===== src/sv/mlcc_pkg.sv =====
// Shared constants, codes and controller/datapath link types for min-leftover coin change.
package mlcc_pkg;

  localparam int TABLE_SIZE_DEF = 4096;
  localparam int NUM_COINS_DEF  = 8;

  localparam int NREGS    = 8;
  localparam int IDX_W    = 3;
  localparam int COIN_W   = 12;
  localparam int TARGET_W = 16;
  localparam int OUT_W    = 12;
  localparam int ADDR_W   = 5;
  localparam int DATA_W   = 32;

  typedef enum logic [2:0] {
    ST_IDLE,
    ST_CHECK,
    ST_ISSUE,
    ST_COMPARE,
    ST_WRITE,
    ST_RES_READ,
    ST_FINISH
  } state_t;

  typedef struct packed {
    logic load_target;
    logic clear_best;
    logic issue_coin;
    logic cmp_coin;
    logic write_entry;
    logic read_result;
    logic load_out;
  } ctl_cmd_t;

  typedef struct packed {
    logic oor;
    logic no_coin;
    logic need_fill;
    logic last_coin;
    logic out_busy;
  } dp_sts_t;

endpackage


===== src/sv/mlcc_ctrl.sv =====
// Sequencer that fills the memo table and issues lookups and result loads.
module mlcc_ctrl (
  input  logic               clk,
  input  logic               rst,
  input  logic               query_valid,
  output logic               query_ready,
  input  mlcc_pkg::dp_sts_t  sts,
  output mlcc_pkg::ctl_cmd_t cmd
);

  mlcc_pkg::state_t state;
  mlcc_pkg::state_t state_next;

  always_ff @(posedge clk) begin
    if (rst) begin
      state <= mlcc_pkg::ST_IDLE;
    end else begin
      state <= state_next;
    end
  end

  always_comb begin
    state_next = state;
    unique case (state)
      mlcc_pkg::ST_IDLE: begin
        if (query_valid) begin
          state_next = mlcc_pkg::ST_CHECK;
        end
      end
      mlcc_pkg::ST_CHECK: begin
        if (sts.oor || sts.no_coin) begin
          state_next = mlcc_pkg::ST_FINISH;
        end else if (sts.need_fill) begin
          state_next = mlcc_pkg::ST_ISSUE;
        end else begin
          state_next = mlcc_pkg::ST_RES_READ;
        end
      end
      mlcc_pkg::ST_ISSUE: begin
        state_next = mlcc_pkg::ST_COMPARE;
      end
      mlcc_pkg::ST_COMPARE: begin
        state_next = sts.last_coin ? mlcc_pkg::ST_WRITE : mlcc_pkg::ST_ISSUE;
      end
      mlcc_pkg::ST_WRITE: begin
        state_next = mlcc_pkg::ST_CHECK;
      end
      mlcc_pkg::ST_RES_READ: begin
        state_next = mlcc_pkg::ST_FINISH;
      end
      mlcc_pkg::ST_FINISH: begin
        if (!sts.out_busy) begin
          state_next = mlcc_pkg::ST_IDLE;
        end
      end
      default: begin
        state_next = mlcc_pkg::ST_IDLE;
      end
    endcase
  end

  always_comb begin
    cmd         = '0;
    query_ready = 1'b0;
    unique case (state)
      mlcc_pkg::ST_IDLE: begin
        query_ready     = 1'b1;
        cmd.load_target = query_valid;
      end
      mlcc_pkg::ST_CHECK: begin
        cmd.clear_best = 1'b1;
      end
      mlcc_pkg::ST_ISSUE: begin
        cmd.issue_coin = 1'b1;
      end
      mlcc_pkg::ST_COMPARE: begin
        cmd.cmp_coin = 1'b1;
      end
      mlcc_pkg::ST_WRITE: begin
        cmd.write_entry = 1'b1;
      end
      mlcc_pkg::ST_RES_READ: begin
        cmd.read_result = 1'b1;
      end
      mlcc_pkg::ST_FINISH: begin
        cmd.load_out = !sts.out_busy;
      end
      default: begin
        cmd = '0;
      end
    endcase
  end

endmodule


===== config.mk =====
export PLATFORM = sky130hd
export DESIGN_NAME = mlcc_ctrl
export DESIGN_NICKNAME = d
export VERILOG_FILES = /design/src/sv/mlcc_pkg.sv /design/src/sv/mlcc_ctrl.sv
export SDC_FILE = /design/constraint.sdc
export NUM_CORES = 1
export LEC_CHECK = 0
export BUFFER_PORTS_ARGS = -buffer_cell sky130_fd_sc_hd__buf_2
export CELL_PAD_IN_SITES_DETAIL_PLACEMENT = 0
export CELL_PAD_IN_SITES_GLOBAL_PLACEMENT = 1
export CORE_AREA = 10 10 47 49
export CTS_BUF_LIST = sky130_fd_sc_hd__clkbuf_8
export DETAILED_ROUTE_END_ITERATION = 10
export DIE_AREA = 0 0 57 59
export HOLD_SLACK_MARGIN = 0.05
export PLACE_DENSITY = 0.66
export SLEW_MARGIN = 20
export SYNTH_ARGS = -nofsm -noshare
export SYNTH_HDL_FRONTEND = slang
export SYNTH_SLANG_ARGS = --single-unit

===== constraint.sdc =====
create_clock -name clk -period 1.7 [get_ports clk]
set_input_delay 0.085 -clock clk [delete_from_list [all_inputs] [get_ports clk]]
set_output_delay 0.085 -clock clk [all_outputs]
set_load 0.01 [all_outputs]

# --- After elaboration in Yosys (flattened, before gate mapping) ---
# Index checks and enable logic that the tools add are counted.
totals:
  ram_bits: 0
  latch_bits: 0
  memories: 0
  word_cells: 27
  ff_bits: 3
  out_inout_bits: 8
  romBits: 0
  input_bits: 8
classes:
  reduce_logical: 4
  bitwise: 0
  add_sub_neg: 0
  eq_ne: 8
  muxes: 14
  multipliers: 0
  shift: 0
  div: 0
  n_lt_le_gt_ge: 0
ops:
  columns: ["op", "n"]
  rows:
  - ["$pmux W3 S7", 1]
  - ["$mux W3", 5]
  - ["$eq A3 B3 Y1 const B", 3]
  - ["$mux W1", 8]
  - ["$eq A3 B2 Y1 const B", 2]
  - ["$ne A2 B2 Y1 const B", 2]
  - ["$eq A3 B1 Y1 const B", 1]
  - ["$logic_not A3 Y1", 1]
  - ["$reduce_and A2 Y1", 1]
  - ["$logic_not A1 Y1", 1]
  - ["$logic_or A1 B1 Y1", 1]

# --- Logic depth before layout (Yosys ltp) ---
depth:
  word_depth: 3
  depth_mapped: 4
  ltp_nobuf: 3

# --- Worst setup path after synthesis ---
# OpenSTA, ideal clock, no wires.
synth_timing:
  path_type: "reg-to-output"
  from: "reg state[2]"
  to: "out cmd[6] (netlist bit)"
  stages_incl_launch_ff: 4
  t_arrival_ps: 1008
  required_time_ps: 1615
  n_path_buf: 1
  setup_slack_ps: 607
  path_cell_list: "dfxtp_1 -> buf_2 -> nor3_1 -> and2_1"
synth_lines:
  columns: ["element", "line_no", "source"]
  rows:
  - ["start: declaration", "mlcc_ctrl.sv:11", "mlcc_pkg::state_t state;"]
  - ["start signal: assignment", "mlcc_ctrl.sv:16", "state <= mlcc_pkg::ST_IDLE;"]
  - ["start signal: assignment", "mlcc_ctrl.sv:18", "state <= state_next;"]
  - ["end: declaration", "mlcc_ctrl.sv:8", "output mlcc_pkg::ctl_cmd_t cmd"]

==> reports/results.tsv <==
stage	metric	value	unit
clocking	post_cts_resize_count	0	
grt	antenna_found_initial	0	
setup_path	required	1.62	ns
flow_run	maxCapViolCount	0	
sta	finalCritPeriodShare	0.793	
status	outcome	finished, final reports clean	
synth	synth_fp_nets	41	
sta	tightest_slew	0.447	ns
setup_path	crit_chain	nand2b_1 > nor3b_1 > buf_2	
placed_design	dpl_worst_slack	0.449	ns
placed_design	portBuffers	15	
floorplan	core	1400	um2
floorplan	die_h	59	um
routing	drt_iter0_markers	8	
layout	top_regs	state: 3 flops	
clocking	clk_pin_slew	0.03	ns
setup_path	crit_path_max_fanout	14	
floorplan	dieArea	3360	um2
layout	final_common_cell	buf_2	
placed_design	dp_hpwl	599	um
power_and_ir_drop	power	0.389	mW
clocking	htree_levels	1	
sta	fin_crit	1.35	ns
setup_path	critPathSlowestCell	dfxtp_1	
layout	largest_register	state	
floorplan	num_rows	14	
placed_design	place_area	333	um2
clocking	cts_buffers	3	
grt	grt_max_degree	15	
sta	setup_slack	0.351	ns
synth	synth-seq-area-share	0.239	
setup_path	cp-end-kind	output port	
layout	final_core_util	0.270	
layout	drive_above_1_share	0.388	
clocking	cts_hold_buf	0	
synth	syn_inst	33	
synth	synth.distinct_cells	21	
sta	finalHoldViolCount	0	
layout	fin_area	378	um2
sta	rsz0062_at_grt	no	
clocking	post-cts-setup-buffers	0	
routing	ant_nets	0	
grt	first_global_vias	267	
setup_path	path_class	register to output port	
sta	fin_worst_skew	0.00248	ns
setup_path	regToRegSetupSlack	0.44	ns
layout	multi_input_area	174	um2
sta	max_freq	0.741	GHz
synth	syn_area	251	um2
sta	maxSlewHeadroom	0.702	
power_and_ir_drop	peakVddDrop	0.000424	V
grt	grt_pass1_wl	1170	um
routing	dr.pass1.iters	3	
power_and_ir_drop	p_leak	0.176	nW
layout	fin_nets	58	
sta	whs	0.0630	ns
sta	setup_viol	0	
placed_design	place_inst	61	
routing	drcViolationCount	0	
floorplan	dieWidth	57	um
synth	syn_area_per_cell	7.62	um2
routing	avgRoutedWirePerCell	11.7	um
synth	yosys_warnings	0	
floorplan	ios	16	
sta	slew_violations	0	
layout	areaGrowthSynthToFinish	50.2	%
layout	largest_reg_flops	3	
setup_path	crit_family	flip-flops	
layout	seq_area	60.1	um2
synth	synth-seq-cells	3	
clocking	cts_tree	built	
clocking	clk_latency	0.22	ns
layout	final_cells	65	
grt	grt_overflow	0	
sta	finalSetupTns	0	ns
setup_path	arrival	1.26	ns
setup_path	crit_buf_inv	1	
min_path	min_path_type	input pin to register	
setup_path	startpoint_type	register	
grt	grt_use_total	0.0440	
clocking	clockRootBuffer	clkbuf_8	
layout	diodes	0	
routing	routed_wl	760	um
layout	final_cell_mix	15 x buf_2, 3 x nor3b_1, 3 x a21oi_1, 3 x clkbuf_8, 3 x dfxtp_1	
clocking	clock_path_buffers	2	
routing	vias	285	
setup_path	max_stage_delay	0.58	ns
routing	avgViaCountPerCell	4.38	
placed_design	place_congestion	0.735	
floorplan	start_util	0.179	
layout	fillCellCount	166	
clocking	cts.sinks	3	
power_and_ir_drop	power_density	1030	nW/um2
cell usage after synthesis:
cell | n | area [um2]
nor3b_1 | 3 | 22.5
a31oi_1 | 1 | 6.26
nand2_1 | 2 | 7.51
clkbuf_1 | 1 | 3.75
nand4b_1 | 1 | 8.76
nand2b_1 | 1 | 6.26
inv_1 | 1 | 3.75
and2_1 | 1 | 6.26
buf_2 | 2 | 10.0
nor3b_4 | 1 | 18.8
nor2_1 | 1 | 3.75
nand3_1 | 1 | 5.00
nor2b_1 | 1 | 6.26
o21ai_0 | 2 | 10.0
nor3_1 | 2 | 10.0
and3b_1 | 2 | 17.5
o31ai_1 | 2 | 15.0
dfxtp_1 | 3 | 60.1
a21oi_1 | 3 | 15.0
nand3b_1 | 1 | 7.51
or4_1 | 1 | 7.51
power breakdown:
group / switching [mW] / internal (mW) / leakage (nW)
clock: 0.0462 / 0.154 / 0.0269
combinational: 0.0377 / 0.0458 / 0.124
sequential: 0.0265 / 0.0792 / 0.0247
kinds of logic (layout without fill, tap and decap cells):
family | count (synthesis) | count (layout) | share of synthesized area
simple gates | 18 | 18 | 0.508
compound gates | 8 | 8 | 0.184
buf+inv | 4 | 20 | 0.0696
flops | 3 | 3 | 0.239
cell type report:
class                   instances  share of cell area
multi-input cells              26               0.460
repair buffers                 15               0.199
flip-flops and latches          3               0.159
clock buffers                   3               0.109
well taps                      16              0.0530
clock inverters                 1             0.00993
inverters                       1             0.00993
routing by layer:
layer  share of wire  global-route usage  wire length [um]
met5               0                   0                 0
met4               0              0.0302                 0
met3            0.17              0.0386               128
met2            0.43              0.0527               330
met1            0.39              0.0484               300
path summary, 6_finish.rpt:
check	startpoint	end	cells past startpoint
max reg2reg	state[2]$_SDFFE_PP0P_	state[1]$_SDFFE_PP0P_	3
max	state[2]$_SDFFE_PP0P_	cmd[0]	3
min reg2reg	state[0]$_SDFFE_PP0P_	state[1]$_SDFFE_PP0P_	2
min	rst	state[0]$_SDFFE_PP0P_	2
Note: power is estimated with default switching activity, not from simulation.
